File: config.mk
export PLATFORM = sky130hd
export DESIGN_NAME = bfs_hash
export DESIGN_NICKNAME = d
export VERILOG_FILES = /design/src/rtl/bfs_pkg.sv /design/src/rtl/bfs_hash.sv
export SDC_FILE = /design/constraint.sdc
export NUM_CORES = 2
export LEC_CHECK = 0
export ABC_AREA = 1
export BUFFER_PORTS_ARGS = -buffer_cell sky130_fd_sc_hd__clkbuf_2
export CAP_MARGIN = 20
export CELL_PAD_IN_SITES_DETAIL_PLACEMENT = 1
export CELL_PAD_IN_SITES_GLOBAL_PLACEMENT = 2
export CORE_MARGIN = 5
export CORE_UTILIZATION = 43
export DETAILED_ROUTE_END_ITERATION = 8
export GPL_TIMING_DRIVEN = 0
export PLACE_DENSITY_LB_ADDON = 0.1
export SLEW_MARGIN = 20
export SYNTH_ARGS = -nofsm -noshare
export SYNTH_HDL_FRONTEND = slang
export SYNTH_SLANG_ARGS = --single-unit
export TNS_END_PERCENT = 10
File: constraint.sdc
create_clock -name clk -period 15.3 [get_ports clk]
set_clock_uncertainty 0.2 [all_clocks]
set_input_delay 1.53 -clock clk [delete_from_list [all_inputs] [get_ports clk]]
set_output_delay 1.53 -clock clk [all_outputs]
set_load 0.005 [all_outputs]
File: src/rtl/bfs_pkg.sv
package bfs_pkg;

  localparam int HASH_W        = 32;
  localparam int CHAR_W        = 8;
  localparam int FILTER_BITS_W = 17;
  localparam int HASH_EN_W     = 3;
  localparam int CFG_INDEX_W   = 8;
  localparam int CFG_DATA_W    = 17;
  localparam int DIV_CNT_W     = 5;

  localparam logic [HASH_W-1:0] BKDR_MUL = 32'd131;
  localparam logic [HASH_W-1:0] SDBM_MUL = 32'd65599;
  localparam logic [HASH_W-1:0] RS_START = 32'd63689;
  localparam logic [HASH_W-1:0] RS_STEP  = 32'd378551;

  localparam logic [CFG_INDEX_W-1:0] IDX_FILTER_BITS = 8'd0;
  localparam logic [CFG_INDEX_W-1:0] IDX_HASH_ENABLE = 8'd1;

  localparam logic MODE_INSERT = 1'b0;
  localparam logic MODE_QUERY  = 1'b1;

  // hash unit control from the sequencer
  typedef struct packed {
    logic mul;      // form products of current accumulators
    logic add;      // fold in the character
    logic restart;  // back to start values after a string
  } hash_ctl_t;

endpackage

File: src/rtl/bfs_hash.sv
module bfs_hash
  import bfs_pkg::*;
(
  input  logic                     clk,
  input  logic                     rst,
  input  hash_ctl_t                ctl,
  input  logic signed [CHAR_W-1:0] char_value,
  output logic [HASH_W-1:0]        bkdr,
  output logic [HASH_W-1:0]        sdbm,
  output logic [HASH_W-1:0]        rs
);

  logic [HASH_W-1:0] rs_mult;
  logic [HASH_W-1:0] prod_bkdr;
  logic [HASH_W-1:0] prod_sdbm;
  logic [HASH_W-1:0] prod_rs;
  logic [HASH_W-1:0] prod_mult;
  logic [HASH_W-1:0] char_ext;

  assign char_ext = HASH_W'(char_value);

  // products registered before the add
  always_ff @(posedge clk) begin
    if (ctl.mul) begin
      prod_bkdr <= bkdr * BKDR_MUL;
      prod_sdbm <= sdbm * SDBM_MUL;
      prod_rs   <= rs * rs_mult;
      prod_mult <= rs_mult * RS_STEP;
    end
  end

  always_ff @(posedge clk) begin
    if (rst || ctl.restart) begin
      bkdr    <= '0;
      sdbm    <= '0;
      rs      <= '0;
      rs_mult <= RS_START;
    end else if (ctl.add) begin
      bkdr    <= prod_bkdr + char_ext;
      sdbm    <= prod_sdbm + char_ext;
      rs      <= prod_rs + char_ext;
      rs_mult <= prod_mult;
    end
  end

endmodule

Word-level counts from Yosys, hierarchy flattened
Index checks and enable logic that the tools add are counted.
{ "totals": {"ff_bits": 256, "inputBits": 13} }
{ "classes": {"n_addsub": 3, "multipliers": 4, "n_reduce_logical": 1} }
{ "ops": {"columns": ["cell", "n"], "rows": [
  ["$add A32 B32 Y32", 3],
  ["$mul A32 B17 Y32 const B", 1],
  ["$mul A32 B19 Y32 const B", 1],
  ["$mul A32 B32 Y32", 1],
  ["$mul A32 B8 Y32 const B", 1],
  ["$logic_or A1 B1 Y1", 1]
]} }

Depth between registers and ports, before layout
{ "depth": {"word_depth": 1, "mapped_depth": 34, "ltp_nobuf": 32} }

Least setup slack after synthesis
No wires, ideal clock.
{ "synth_timing": {"path_type": "register to register", "from": "register rs_mult[3]", "to": "register prod_rs[25], data pin", "setup_time_ps": 258, "t_arrival_ps": 6391, "required_time_ps": 14842, "setup_slack_ps": 8451, "stages_incl_launch_ff": 22, "path_buffers": 2, "period_less_slack_ps": 6849, "path_cell_list": "dfxtp_1 > clkbuf_1 > buf_1 > nand2_1 > fa_1 > fa_1 > fa_1 > fa_1 > inv_1 > fa_1 > fa_1 > inv_1 > fa_1 > fa_1 > inv_1 > ha_1 > nand2_1 > nor4_1 > o21ai_0 > nand3_1 > a21oi_1 > xnor2_1"} }
{ "synth_via": {"elab_chain_len": 1} }
{ "synth_rtl": {"columns": ["item", "line_no", "rtl"], "rows": [
  ["from (decl)", "bfs_hash.sv:13", "logic [HASH_W-1:0] rs_mult;"],
  ["from (signal assigned)", "bfs_hash.sv:42", "rs_mult <= prod_mult;"],
  ["$mul A32 B32 Y32", "bfs_hash.sv:27", "prod_rs <= rs * rs_mult;"],
  ["to (signal assigned)", "bfs_hash.sv:27", null],
  ["to (decl)", "bfs_hash.sv:16", "logic [HASH_W-1:0] prod_rs;"]
]} }
Every way passes these cells.
A chain may end at the register's enable or synchronous reset.

Worst setup path in the final report
{ "layout_timing": {"from": "register rs[13]", "to": "register prod_rs[31], data pin"} }
{ "layout_via": {"elab_chain_len": 1} }
{ "layout_rtl": {"columns": ["item", "line_no", "rtl"], "rows": [
  ["from (decl)", "bfs_hash.sv:10", "output logic [HASH_W-1:0] rs"],
  ["from (signal assigned)", "bfs_hash.sv:41", "rs <= prod_rs + char_ext;"],
  ["$mul A32 B32 Y32", "bfs_hash.sv:27", null]
]} }
Every way passes these cells.

==> impl_metrics.toml <==
[final_layout]
final_nets = 7546
area_delta_synth_final_pct = 7.837
drive_gt1_share_pct = 3.793
design_area_mm2 = 0.05188
diodes = 0

[logic_synthesis]
ys_seq_elements = 256
async_flop_share_pct = 0
synth_commonest_cells = "inv_1, nand2_1, fa_1"
synth-xor-area-share_pct = 3.405
yosys.area.top_type = "fa_1"
synth_area_leaders = "fa_1, ha_1, inv_1"
synth_top_family_by_area = "adder cells"
synth_cell_types = 56
synth-compound-area-share_pct = 7.056
synth_flop_cell = "edfxtp_1"
synth.area.mux_share_pct = 0
yosysMostFrequentCell = "inv_1"
syn-cell-area_mm2 = 0.04811
synth_fa_ha_area_share_pct = 45.89
yosys.area_share.simple_pct = 16.14
ys_warn_count = 0
synth_top_area_share_pct = 31.38
syn_area_per_cell_um2 = 7.921
syn_inst = 6073
synth.net_count = 7398
synth-edff-count = 128
ys_seq_area_share_pct = 13.32

[power_and_ir_drop]
combPwrFrac_pct = 78.7
powerDensity_mw_per_mm2 = 208.8
internal_power_mw = 4.797
switching_share_pct = 55.70
p_seq_share_pct = 12.6
peakVddDrop_mv = 0.5379
p_leak_nw = 29.00
power.switching_mw = 6.032
clockPowerShare_pct = 8.7
p_total_mw = 10.83

[routing]
wl_per_cell_um = 22.02
postRouteAntennaNets = 0
vias = 39930
wirelength_um = 170400
first_iter_violations = 2685
detail_route.drc_violations = 0
viasPerCell = 5.161
drt_pass1_iterations = 5

[timing]
finalSetupViolCount = 0
fmax_ghz = 0.1034
period_share_pct = 63.20
slew_violations = 0
relSlewSlack_pct = 23.82
fin_crit_ns = 9.670
worst_slew_pin_slew_ns = 1.143
hold_viol_final = 0
final.setup.tns_ns = 0
rsz0062_at_grt = "no"

[die]
dieHeight_um = 344.5
core_area_mm2 = 0.1108
rows = 122
die_w_um = 344.5
io_pins = 109
initial_core_util_pct = 43.41
die-area_mm2 = 0.1187

[cts]
ctsHtreeMaxLevel = 2
postCtsHoldBufs = 0
cts_buffers = 36
postCtsSetupRepairBufs = 0
cts_max_path_buffers = 3
clock_latency_ns = 0.61
post_cts_resize_count = 0
cts_tree = "yes"
root_buffer = "clkbuf_16"
clkTransAtPathRegs_ns = 0.06
cts_sinks = 256

[grt]
grt_pass1_wl_um = 261300
first_global_vias = 43010
grt_start_max_net_pins = 84
grt_use_total_pct = 29.22
antenna_found_initial = 2
grt.overflow.total = 0

[job]
max-cap-violations = 0

[status]
status = "finished, final reports clean"

[placement]
globalplace.congestion = 0.9120
placed_area_mm2 = 0.05058
hpwl_um = 144800
portBuffers = 108

[critical_path]
reg2reg_slack_ns = 5.63
cp-start-kind = "flop"
required_ns = 15.40
reg2reg_to = "prod_rs[31]$_DFFE_PP_"
crit_fanout = 10
endpoint_kind = "flop"
ff2ff_path_depth = 27
reg2reg_from = "rs[13]$_SDFFE_PP0P_"
cp.arrival_ns = 9.77
crit_type = "flop to flop"

[worst_hold_path]
worstHoldStart = "prod_mult[0]$_DFFE_PP_"
hp-class = "flop to flop"
holdPathEnd = "rs_mult[0]$_SDFFE_PP1P_"
holdPathStages = 2
-- cells by family after synthesis --
group,count (synthesis)
adder cells (fa/ha/maj),1312
AND/OR/NAND/NOR,1921
AO/OA/AOI/OAI,599
buffers and inverters,1798
XOR/XNOR,187
flip-flops,256
-- state kept, by name (all words and copies together), names as in the netlist --
register and count:
prod_bkdr 32, prod_mult 32, prod_sdbm 32, bkdr 32
prod_rs 32, rs 32, rs_mult 32, sdbm 32
-- power groups by stage --
stage	logic, mW	clock network [mW]	registers, mW
final	8.52	0.943	1.36
after floorplan	5.78	0	1.29
after global placement	8.39	0	1.38
after CTS	8.60	0.966	1.36
after global routing	9.53	0.993	1.38
after detailed placement	8.52	0	1.38
-- per-layer routing --
layer  vias to the layer above  part of all wire [%]  track usage [%]
met3                       173                   5.0            3.624
met1                     20350                    47            41.89
met5                         -                     0                0
met2                       828                    45            47.22
li1                      18580                     -                -
met4                         0                   2.9            7.295
-- worst max path at each step --
stage | startpoint | to | depth (start not counted)
2_1_floorplan | rs_mult[3]$_SDFFE_PP1P_ | prod_rs[25]$_DFFE_PP_ | 21
3_3_place_gp | rs[13]$_SDFFE_PP0P_ | prod_rs[31]$_DFFE_PP_ | 27
3_5_place_dp | rs[13]$_SDFFE_PP0P_ | prod_rs[31]$_DFFE_PP_ | 27
4_1_cts | rs[13]$_SDFFE_PP0P_ | prod_rs[31]$_DFFE_PP_ | 27
5_1_grt | rs[13]$_SDFFE_PP0P_ | prod_rs[31]$_DFFE_PP_ | 27
6_report | rs[13]$_SDFFE_PP0P_ | prod_rs[31]$_DFFE_PP_ | 27
-- through the flow --
stage,util (%),setup WS [ns],cells,hold slack [ns]
floorplan,-,8.451,6073,0.2352
global placement,45.58,5.779,7669,0.2420
detailed placement,45.64,5.788,7671,0.2590
CTS,46.81,5.708,7737,0.2711
global route,46.81,5.448,7737,0.2835
finish,46.81,5.630,7737,0.2694
-- cells in the final DEF (no fill, tap or decap), types with 8 or more instances in the layout --
master and n:
nor4_1 8, inv_1 1647, xor2_1 117, o21ai_0 173
nand2_1 1276, a21o_1 27, nand3b_1 13, o211ai_1 24
xnor2_1 70, clkbuf_2 112, o21ai_1 8, dfxtp_1 128
nand4_1 41, clkbuf_1 100, a21oi_1 273, a21boi_0 12
nor3_1 34, nor2_1 335, edfxtp_1 128, buf_2 24
fa_1 754, ha_1 558, buf_1 24, nand3_1 189
o21bai_1 26, clkbuf_16 38, a31oi_1 14
-- cell type report --
class	instances	area (um2)
Fill cell	13770	58950
Buffer	151	649.4
Sequential cell	256	6406
Inverter	1647	6182
Timing Repair Buffer	110	606.8
Tap cell	1488	1862
Clock inverter	17	284.0
Clock buffer	49	1012
Multi-Input combinational cell	4019	34870
-- critical path, stage by stage, from the launching register on --
cell,delay [ns]
dfxtp_1,0.66
clkbuf_1,0.79
buf_1,0.74
nand2_1,0.19
fa_1,0.55
inv_1,0.05
fa_1,0.50
inv_1,0.07
fa_1,0.54
inv_1,0.05
fa_1,0.49
inv_1,0.05
fa_1,0.40
inv_1,0.10
fa_1,0.45
fa_1,0.60
fa_1,0.53
ha_1,0.40
a21oi_1,0.24
o21ai_0,0.16
a21oi_1,0.21
nand2_1,0.07
nor2_1,0.74
nand3_1,0.14
nand2_1,0.18
inv_1,0.06
nand3_1,0.07
nand2_1,0.09
Note: power is estimated with default switching activity, not from simulation.
