==> src/rtl/bfs_pkg.sv <==
package bfs_pkg;

  localparam int HASH_W        = 32;
  localparam int CHAR_W        = 8;
  localparam int FILTER_BITS_W = 17;
  localparam int HASH_EN_W     = 3;
  localparam int CFG_INDEX_W   = 8;
  localparam int CFG_DATA_W    = 17;
  localparam int DIV_CNT_W     = 5;

  localparam logic [HASH_W-1:0] BKDR_MUL = 32'd131;
  localparam logic [HASH_W-1:0] SDBM_MUL = 32'd65599;
  localparam logic [HASH_W-1:0] RS_START = 32'd63689;
  localparam logic [HASH_W-1:0] RS_STEP  = 32'd378551;

  localparam logic [CFG_INDEX_W-1:0] IDX_FILTER_BITS = 8'd0;
  localparam logic [CFG_INDEX_W-1:0] IDX_HASH_ENABLE = 8'd1;

  localparam logic MODE_INSERT = 1'b0;
  localparam logic MODE_QUERY  = 1'b1;

  // hash unit control from the sequencer
  typedef struct packed {
    logic mul;      // form products of current accumulators
    logic add;      // fold in the character
    logic restart;  // back to start values after a string
  } hash_ctl_t;

endpackage

==> src/rtl/bfs_div.sv <==
module bfs_div
  import bfs_pkg::*;
#(
  parameter int DIVW = 17
) (
  input  logic              clk,
  input  logic              rst,
  input  logic              start,
  input  logic [HASH_W-1:0] dividend,
  input  logic [DIVW-1:0]   divisor,
  output logic              done,
  output logic [DIVW-1:0]   rem
);

  // restoring divider, one quotient bit per cycle; only the remainder is kept
  logic [HASH_W-1:0]    num;
  logic [DIVW-1:0]      dvs;
  logic [DIV_CNT_W-1:0] cnt;
  logic                 busy;
  logic [DIVW:0]        trial;
  logic [DIVW:0]        diff;
  logic                 ge;

  assign trial = {rem, num[HASH_W-1]};
  assign ge    = trial >= {1'b0, dvs};
  assign diff  = trial - {1'b0, dvs};

  always_ff @(posedge clk) begin
    if (start) begin
      num <= dividend;
      dvs <= divisor;
      rem <= '0;
    end else if (busy) begin
      num <= {num[HASH_W-2:0], 1'b0};
      rem <= ge ? diff[DIVW-1:0] : trial[DIVW-1:0];
    end
  end

  always_ff @(posedge clk) begin
    if (rst) begin
      busy <= 1'b0;
      done <= 1'b0;
      cnt  <= '0;
    end else begin
      done <= 1'b0;
      if (start) begin
        busy <= 1'b1;
        cnt  <= '0;
      end else if (busy) begin
        cnt <= cnt + 1'b1;
        if (cnt == DIV_CNT_W'(HASH_W - 1)) begin
          busy <= 1'b0;
          done <= 1'b1;
        end
      end
    end
  end

endmodule

==> config.mk <==
export PLATFORM = sky130hd
export DESIGN_NAME = bfs_div
export DESIGN_NICKNAME = d
export VERILOG_FILES = /design/src/rtl/bfs_pkg.sv /design/src/rtl/bfs_div.sv
export SDC_FILE = /design/constraint.sdc
export NUM_CORES = 1
export LEC_CHECK = 0
export BUFFER_PORTS_ARGS = -buffer_cell sky130_fd_sc_hd__buf_4
export CAP_MARGIN = 20
export CORE_MARGIN = 5
export CORE_UTILIZATION = 50
export DETAILED_ROUTE_END_ITERATION = 8
export PLACE_DENSITY = 0.86
export REMOVE_ABC_BUFFERS = 1
export SYNTH_ARGS = -nofsm -noshare
export SYNTH_HDL_FRONTEND = slang
export SYNTH_SLANG_ARGS = --single-unit
==> constraint.sdc <==
create_clock -name clk -period 2.6 [get_ports clk]
set_clock_uncertainty 0.15 [all_clocks]
set_input_delay 0.78 -clock clk [delete_from_list [all_inputs] [get_ports clk]]
set_output_delay 0.78 -clock clk [all_outputs]
set_load 0.01 [all_outputs]
# [After elaboration in Yosys (flattened, before gate mapping)]
# Index checks and enable logic that the tools add are counted.
[totals] mem_count=0 latch_bits=0 wordCells=21 register_bits=73 in_bits=52 mem_bits_ro=0 output_inout_bits=18 ramBits=0
[op_classes] multipliers=0 div_mod_pow=0 shifts=0 muxes=7 n_addsub=2 eq_ne=1 order_cmp=1 n_reduce_logical=3 n_bitwise=1
[op_table] op="32-bit 2-to-1 mux" count=2
[op_table] op="18-bit by 17-bit greater-or-equal comparator with 1-bit output" count=1
[op_table] op="17-bit 2-to-1 mux" count=1
[op_table] op="17-bit subtractor" count=1
[op_table] op="5-bit by 1-bit adder with 5-bit output (second input constant)" count=1
[op_table] op="5-bit == test (second input constant)" count=1
[op_table] op="1-bit 2-to-1 mux" count=4
[op_table] op="3-bit OR reduction" count=1
[op_table] op="2-bit nonzero test" count=1
[op_table] op="2-bit OR reduction" count=1
[op_table] op="1-bit NOT" count=1

# [Longest topological paths before layout]
# Gate-level depths: netlist of run 1.
[depth] depth_word=4 ltp_mapped=12 ltp_nobuf=11

# [Worst setup path after synthesis of run 1]
# No wires, ideal clock.
[synth_timing] path_type="register -> register" start="register num[31]" end="register rem[1]" path_slack_ns=-0.005 required_ns=2.313 stages_incl_launch_ff=13 arrival_ns=2.318 setup_ns=0.137 synth_period_minus_slack_ns=2.605 n_path_buf=1 path_cell_list="edfxtp_1 inv_1 ha_1 inv_1 fa_1 a21oi_1 o211ai_2 a41oi_2 a21oi_2 a21oi_4 buf_6 mux2i_1 a211oi_1"
[synth_between] elab_chain_len=2 elab_cells_between_ends=3 classes_between="add/sub: 1; order compare: 1; mux: 1"
[synth_lines] element="start: declaration" line_no="bfs_div.sv:16" text="logic [HASH_W-1:0] num;"
[synth_lines] element="start signal: assignment" line_no="bfs_div.sv:30" text="num <= dividend;"
[synth_lines] element="start signal: assignment" line_no="bfs_div.sv:34" text="num <= {num[HASH_W-2:0], 1'b0};"
[synth_lines] element="17-bit subtractor or 18-bit by 17-bit greater-or-equal comparator with 1-bit output (tied branches)" line_no="bfs_div.sv:26, bfs_div.sv:25"
[synth_lines] element="17-bit 2-to-1 mux *" line_no="bfs_div.sv:35" text="rem <= ge ? diff[DIVW-1:0] : trial[DIVW-1:0];"
[synth_lines] element="end signal: assignment" line_no="bfs_div.sv:35"
[synth_lines] element="end: declaration" line_no="bfs_div.sv:12" text="output logic [DIVW-1:0] rem"
# Every way passes the cells marked *; elsewhere a longest branch is shown, timed or not.
# A chain may end at the register's enable or synchronous reset.

# [Worst setup path in the final report of run 1]
[layout_timing] start="register num[31]" end="register rem[8]"
# Same word-level chain as after synthesis.

==> key figures, run 1 <==
Route
  – Antenna-violating nets left: 0
  – Sum of routed wire segments on met1: 3505 microns
  – First-pass DRT Iterations: 4
  – Avg WL per Cell: 16.35 microns
  – Drc violations: 0
  – DR WL met2: between 4000 and 5000 microns
  – Vias per cell: 5.380
  – WL met3: roughly 630 microns
  – Max Used Layer: met4
  – DRT Wirelength: about 8400 microns
  – Initial detailed-routing violation count: about 150
  – Via count: 2760

Logic synthesis
  – Post-Syn Area: roughly 3700 sq um
  – Ys async rst share: 0%
  – Cell taking the most area after synthesis: edfxtp_1
  – #FFs+latches synth: 73
  – Register area share after synthesis: 52.38%
  – Netlist cell types: 47
  – Syn Area/Cell: 11.83 sq um
  – Number of flops mapped to enable cells by yosys: 49
  – Largest cells by area after synthesis: edfxtp_1 39%, dfxtp_1 13%, mux2_2 9.4%
  – Top FF cell, synth: edfxtp_1
  – Top cell type's share of synthesized area: between 30% and 40%
  – Mapped Cells: 315
  – Synth warn: 0

Power and ir drop
  – Pleak: between 0.002 and 0.0025 uW
  – Sequential share of power: 50.6%
  – Switching fraction of total power: 27.27%
  – Net Sw Power: 750.0 uW
  – VDD IR max: around 0.47 mV
  – Internal Power: 2000 uW
  – Clock network fraction of design power: approximately 27%
  – Pwr/cell area: 578.3 nW/um^2
  – Logic pwr share: 22.3%

STA
  – Final setup viols: 0
  – Max Freq: a little under 0.4 GHz
  – Final Cycle Share: 98.70%
  – Final Slew Violations: 0
  – Rel. slew slack: 60.80%
  – Final hold violations: 0
  – Hold Slack: 0.3663 ns
  – Worst Tran Pin Value: 0.5858 ns
  – Tmin final: 2.566 ns
  – RSZ-0062 raised after global routing: true
  – Setup TNS: 0 ns

Worst setup path
  – Critical Path Source Type: flop
  – Req. time, crit path: 2.66 ns
  – Crit path DAT: 2.62 ns
  – CP max FO: 5
  – Critical path class: flop to flop
  – Crit. End Element: flop

GRT
  – Grt ovf: 0
  – Global-route wire length before repair: 13280 microns
  – Number of global-route vias before repair: around 2900
  – Largest net degree at the start of global routing: 33
  – GRT Util Overall: a little under a fifth
  – Initial antenna violation count: 0

Clock network
  – CTS Root Cell: clkbuf_8
  – Max Root-Sink Buffers: 2
  – Clk sinks: 73
  – H-tree lvl count: 3
  – TritonCTS clock tree: yes
  – CTS Buf Count: 9
  – Clk slew on worst S/H paths: roughly 0.07 ns
  – Worst skew pair latency: 0.34 ns

Die
  – Row count: 31
  – Die H: 96.33 microns
  – Core ar.: around 7300 sq um
  – Io pins: 70
  – Die X: 96.33 microns
  – Initial Utilization: 51.37%
  – Die area: 9279 sq um

Final layout
  – # nets final: 481
  – Most common cell after layout, fill and taps aside: buf_4
  – N_diodes: 0
  – # fillers: between 500 and 600
  – Commonest non-fill, non-tap cells in the layout: 89 x buf_4, 49 x edfxtp_1, 31 x mux2_2
  – Layout cells sized above 1: between 30% and 40%
  – Synth-to-Final Area Change: 27.64%

Outcome
  – Status: complete, no violations

Worst hold path
  – Hold crit path type: flop to flop

Place
  – PortBufs: 69
  – GPL Wtd Cong: about 0.86
  – DP HPWL: 6038 microns

Flow run
  – Max Cap Viol: 0
[state kept, by name (all words and copies together) (netlist names)]
signal  cells
num        32
cnt         5
dvs        17
busy        1
rem        17
done        1
[stage by stage]
step	instance area, sq um	utilization, %	instances	worst slack [ns]	total power (uW)
6_report	4756	65.57	513	0.03368	2750
5_1_grt	4756	65.57	513	-0.1492	2885
4_1_cts	4666	64.33	511	0.006353	2728
3_5_place_dp	4493	61.95	494	-0.08232	1981
3_3_place_gp	4493	61.95	494	-0.02013	1954
2_1_floorplan	3674	-	304	-0.2120	1743
[critical path, stage by stage (launching register included)]
cell,delay [ns]
edfxtp_1,0.40
inv_1,0.08
ha_2,0.19
inv_2,0.04
fa_2,0.34
a21oi_2,0.15
o211ai_2,0.12
a41oi_2,0.20
a21oi_2,0.11
a21oi_4,0.22
buf_6,0.15
mux2i_1,0.20
a211oi_1,0.10
[cells by family (layout without fill, tap and decap cells)]
| group | count (synthesis) | in the layout | share of synthesized area (%) |
|---|---|---|---|
| flip-flops | 73 | 73 | 52.38 |
| AND/OR/NAND/NOR | 67 | 67 | 8.731 |
| AO/OA/AOI/OAI | 61 | 61 | 11.89 |
| multiplexers | 44 | 44 | 12.86 |
| buffers and inverters | 36 | 135 | 3.929 |
| adder cells (fa/ha/maj) | 20 | 20 | 6.917 |
| XOR/XNOR | 14 | 14 | 3.291 |
[cell type report]
class / count / area, sq um / area share (%)
sequential: 73 / 1953 / 41.07
multi-input combinational: 206 / 1697 / 35.67
timing repair buffer: 94 / 733.2 / 15.42
clock buffer: 12 / 135.1 / 2.841
tap: 99 / 123.9 / 2.605
inverter: 25 / 93.84 / 1.973
clock inverter: 4 / 20.02 / 0.4209
[power groups by stage]
stage	Clock (uW)	Combinational (uW)	Sequential (uW)
finish	747	612	1390
global placement	0	543	1410
CTS	762	574	1390
floorplan	0	326	1420
detailed placement	0	564	1420
global route	819	665	1400
[final timing paths]
check | cells past startpoint | startpoint | slack [ns] | endpoint
worst max register to register | 12 | num[31] | 0.03 | rem[8]
worst max-delay path | 12 | num[31] | 0.03 | rem[8]
worst min-delay path | 2 | rem[5] | 0.37 | rem[5]
worst min register to register | 2 | rem[5] | 0.37 | rem[5]
[layer usage]
metal | track usage (%) | vias up
met5 | 0 | -
met4 | 7.477 | 0
met3 | 5.708 | 12
met2 | 32.14 | 90
met1 | 21.85 | 1302
li1 | - | 1356
[synthesized netlist by cell type (6+ instances only)]
cell / n
a211oi_1: 8
a21o_1: 6
a21oi_1: 12
clkbuf_1: 8
dfxtp_1: 24
edfxtp_1: 49
ha_1: 19
inv_1: 25
mux2_2: 31
mux2i_1: 13
nand2_1: 13
nor2_1: 19
nor3_1: 10
o21ai_0: 8
xnor2_1: 8
xor2_1: 6
[repair_timing]
item	4_1_cts	5_1_grt
endpoints found under the hold margin	0	0
setup buffers	1	2
resized for setup	2	21
setup endpoints to repair	17	17
pin swaps	2	10
hold buffers	0	0
Note: power is estimated with default switching activity, not from simulation.
==> inputs of run 2 (changes only) <==
--- a/config.mk
+++ b/config.mk
@@ -7,11 +7,14 @@
 export LEC_CHECK = 0
 export BUFFER_PORTS_ARGS = -buffer_cell sky130_fd_sc_hd__buf_4
 export CAP_MARGIN = 20
+export CELL_PAD_IN_SITES_DETAIL_PLACEMENT = 0
+export CELL_PAD_IN_SITES_GLOBAL_PLACEMENT = 1
 export CORE_MARGIN = 5
-export CORE_UTILIZATION = 50
+export CORE_UTILIZATION = 40
 export DETAILED_ROUTE_END_ITERATION = 8
 export PLACE_DENSITY = 0.86
 export REMOVE_ABC_BUFFERS = 1
+export SLEW_MARGIN = 5
 export SYNTH_ARGS = -nofsm -noshare
 export SYNTH_HDL_FRONTEND = slang
 export SYNTH_SLANG_ARGS = --single-unit
==> run 2 against run 1 <==
Clock power increased by 26%. Critical path depth unchanged. Combinational power is 3% lower. Global-route usage is 4.3 points lower. Sequential share of layout area down 0.54 points. Non-clock buffer count is 4 lower. Hold slack worse by 0.011 ns. Final area increased by 1.3%. Die area is 22% higher. Via count down 2.4%. Core utilization decreased by 13 points. Critical path type unchanged. Critical endpoint is now rem[4]. Largest cell class unchanged.
==> key figures, run 2 (synthesized netlist as in run 1, its figures left out) <==
Outcome
  – Status: complete, no violations (unchanged)

Worst setup path
  – Worst stage delay on the critical path: 0.39 ns (was 0.40 ns)
  – CP most frequent cell: a21oi_2 (unchanged)
  – Critical Path Source Type: flop (unchanged)
  – Critical path class: flop to flop (unchanged)
  – Crit. End Element: flop (unchanged)
  – CP max FO: 5 (unchanged)
  – Req. time, crit path: 2.67 ns (was 2.66 ns)
  – Slowest stage cell, crit path: edfxtp_1 (unchanged)
  – Crit path DAT: 2.61 ns (was 2.62 ns)
  – Crit-path cells: inv_1, ha_2, inv_2, fa_2, a21oi_2, o211ai_2, a41oi_2, a21oi_2, a21oi_4, buf_4, mux2i_1, a211oi_1 (was inv_1, ha_2, inv_2, fa_2, a21oi_2, o211ai_2, a41oi_2, a21oi_2, a21oi_4, buf_6, mux2i_1, a211oi_1)

STA
  – Hold Slack: 0.3552 ns (was 0.3663 ns)
  – Tmin final: 2.536 ns (was 2.566 ns)
  – Final setup viols: 0 (unchanged)
  – Setup TNS: 0 ns (unchanged)
  – Worst Tran Pin Value: 0.5753 ns (was 0.5858 ns)
  – Final Cycle Share: 97.53% (was 98.70%)
  – Max Freq: 0.3943 GHz (was 0.3897 GHz)
  – RSZ-0062 raised after global routing: true (unchanged)
  – Final hold violations: 0 (unchanged)
  – Final Slew Violations: 0 (unchanged)
  – Rel. slew slack: 61.50% (was 60.80%)

Clock network
  – CTS Root Cell: clkbuf_8 (unchanged)
  – Clk sinks: 73 (unchanged)
  – H-tree lvl count: 3 (unchanged)
  – CTS Buf Count: 9 (unchanged)
  – Max Root-Sink Buffers: 2 (unchanged)
  – Clk slew on worst S/H paths: 0.09 ns (was 0.07 ns)
  – Worst skew pair latency: 0.35 ns (was 0.34 ns)
  – TritonCTS clock tree: yes (unchanged)

Route
  – DRT Wirelength: 7860 microns (was 8387 microns)
  – Antenna-violating nets left: 0 (unchanged)
  – Vias per cell: 5.171 (was 5.380)
  – First-pass DRT Iterations: 4 (unchanged)
  – Via count: 2694 (was 2760)
  – Drc violations: 0 (unchanged)
  – Initial detailed-routing violation count: 108 (was 146)
  – Avg WL per Cell: 15.09 microns (was 16.35 microns)

Die
  – Die area: 11350 sq um (was 9279 sq um)
  – Initial Utilization: 40.71% (was 51.37%)
  – Io pins: 70 (unchanged)
  – Row count: 35 (was 31)
  – Core ar.: 9153 sq um (was 7253 sq um)
  – Die H: 106.5 microns (was 96.33 microns)
  – Die X: 106.5 microns (was 96.33 microns)

Final layout
  – Layout cells sized above 1: 39.27% (was 38.65%)
  – N_diodes: 0 (unchanged)
  – Register area: 1952 sq um (was 1953 sq um)
  – Top flop regs: num x32, dvs x17, rem x17 (unchanged)
  – Most common cell after layout, fill and taps aside: buf_4 (unchanged)
  – Reg with most FFs: num (unchanged)
  – Commonest non-fill, non-tap cells in the layout: 86 x buf_4, 49 x edfxtp_1, 31 x mux2_2 (was 89 x buf_4, 49 x edfxtp_1, 31 x mux2_2)
  – # fillers: 811 (was 555)
  – Number of flip-flops under the largest register name: 32 (unchanged)
  – # nets final: 477 (was 481)
  – Area of the multi-input gates: 1708 sq um (was 1697 sq um)
  – Synth-to-Final Area Change: 29.25% (was 27.64%)

GRT
  – Largest net degree at the start of global routing: 43 (was 33)
  – Global-route wire length before repair: 13020 microns (was 13280 microns)
  – GRT Util Overall: 14.42% (was 18.75%)
  – Number of global-route vias before repair: 2779 (was 2876)
  – Grt ovf: 0 (unchanged)
  – Initial antenna violation count: 0 (unchanged)

Power and ir drop
  – Pleak: 0.002077 uW (about the same)
  – Logic pwr share: 20.4% (was 22.3%)
  – Pwr/cell area: 606.4 nW/um^2 (was 578.3 nW/um^2)
  – Net Sw Power: 805.7 uW (was 750.0 uW)
  – Clock network fraction of design power: 32.1% (was 27.2%)
  – VDD IR max: 0.3098 mV (was 0.4675 mV)
  – Internal Power: 2115 uW (was 2000 uW)
  – Switching fraction of total power: 27.59% (was 27.27%)
  – Sequential share of power: 47.5% (was 50.6%)

Worst hold path
  – Hold crit path type: flop to flop (unchanged)

Place
  – DP HPWL: 5749 microns (was 6038 microns)
  – PortBufs: 69 (unchanged)
  – GPL Wtd Cong: 0.8815 (was 0.8614)

Flow run
  – Max Cap Viol: 0 (unchanged)
==> run 2: power by group through the flow <==
stage / Sequential [uW] / Combinational [uW] / Clock, uW
after floorplan: 1420 / 326 / 0
after global routing: 1400 / 658 / 1030
after CTS: 1390 / 572 / 970
final: 1390 / 595 / 939
after global placement: 1410 / 553 / 0
after detailed placement: 1410 / 562 / 0
==> run 2: final timing paths <==
check / cells past startpoint / to / slack (ns) / startpoint
min reg2reg: 2 / rem[5] / 0.36 / rem[4]
max reg2reg: 12 / rem[4] / 0.06 / num[31]
min: 2 / rem[5] / 0.36 / rem[4]
max: 12 / rem[4] / 0.06 / num[31]
==> run 2: cell type report <==
class	count	area share [%]
sequential	73	40.53
timing repair buffer	90	14.89
clock buffer	9	2.572
multi-input combinational	206	35.46
inverter	25	1.949
tap	111	2.884
clock inverter	7	1.715
==> run 2: through the flow <==
step | setup WS (ns) | instance area [sq um] | utilization [%] | std cells | total power [uW]
final | 0.06415 | 4816 | 52.62 | 521 | 2921
after global routing | -0.08612 | 4816 | 52.62 | 521 | 3092
after detailed placement | -0.1471 | 4503 | 49.20 | 502 | 1975
after CTS | 0.01572 | 4723 | 51.61 | 519 | 2929
after global placement | -0.07147 | 4503 | 49.20 | 502 | 1963
after floorplan | -0.2120 | 3674 | - | 304 | 1743
==> run 2: metal layers <==
layer	track usage [%]	routed length (microns)	vias to the layer above
met1	18.41	3422	1268
met5	0	0	-
li1	-	-	1347
met4	3.562	93	0
met2	23.03	3783	68
met3	5.647	561	11
==> run 2: critical path: cells and delay by family, from the launching register on <==
family / cells / cell delay, ns
AO/OA/AOI/OAI: 6 / 0.85
adder cells (fa/ha/maj): 2 / 0.52
buffers and inverters: 3 / 0.31
flip-flops: 1 / 0.39
multiplexers: 1 / 0.19
==> run 2: repair_timing <==
item / in CTS / in global routing
endpoints found under the setup margin: 17 / 17
resized for setup: 2 / 20
pin swaps: 1 / 6
hold buffers: 0 / 0
buffers inserted: 1 / 2
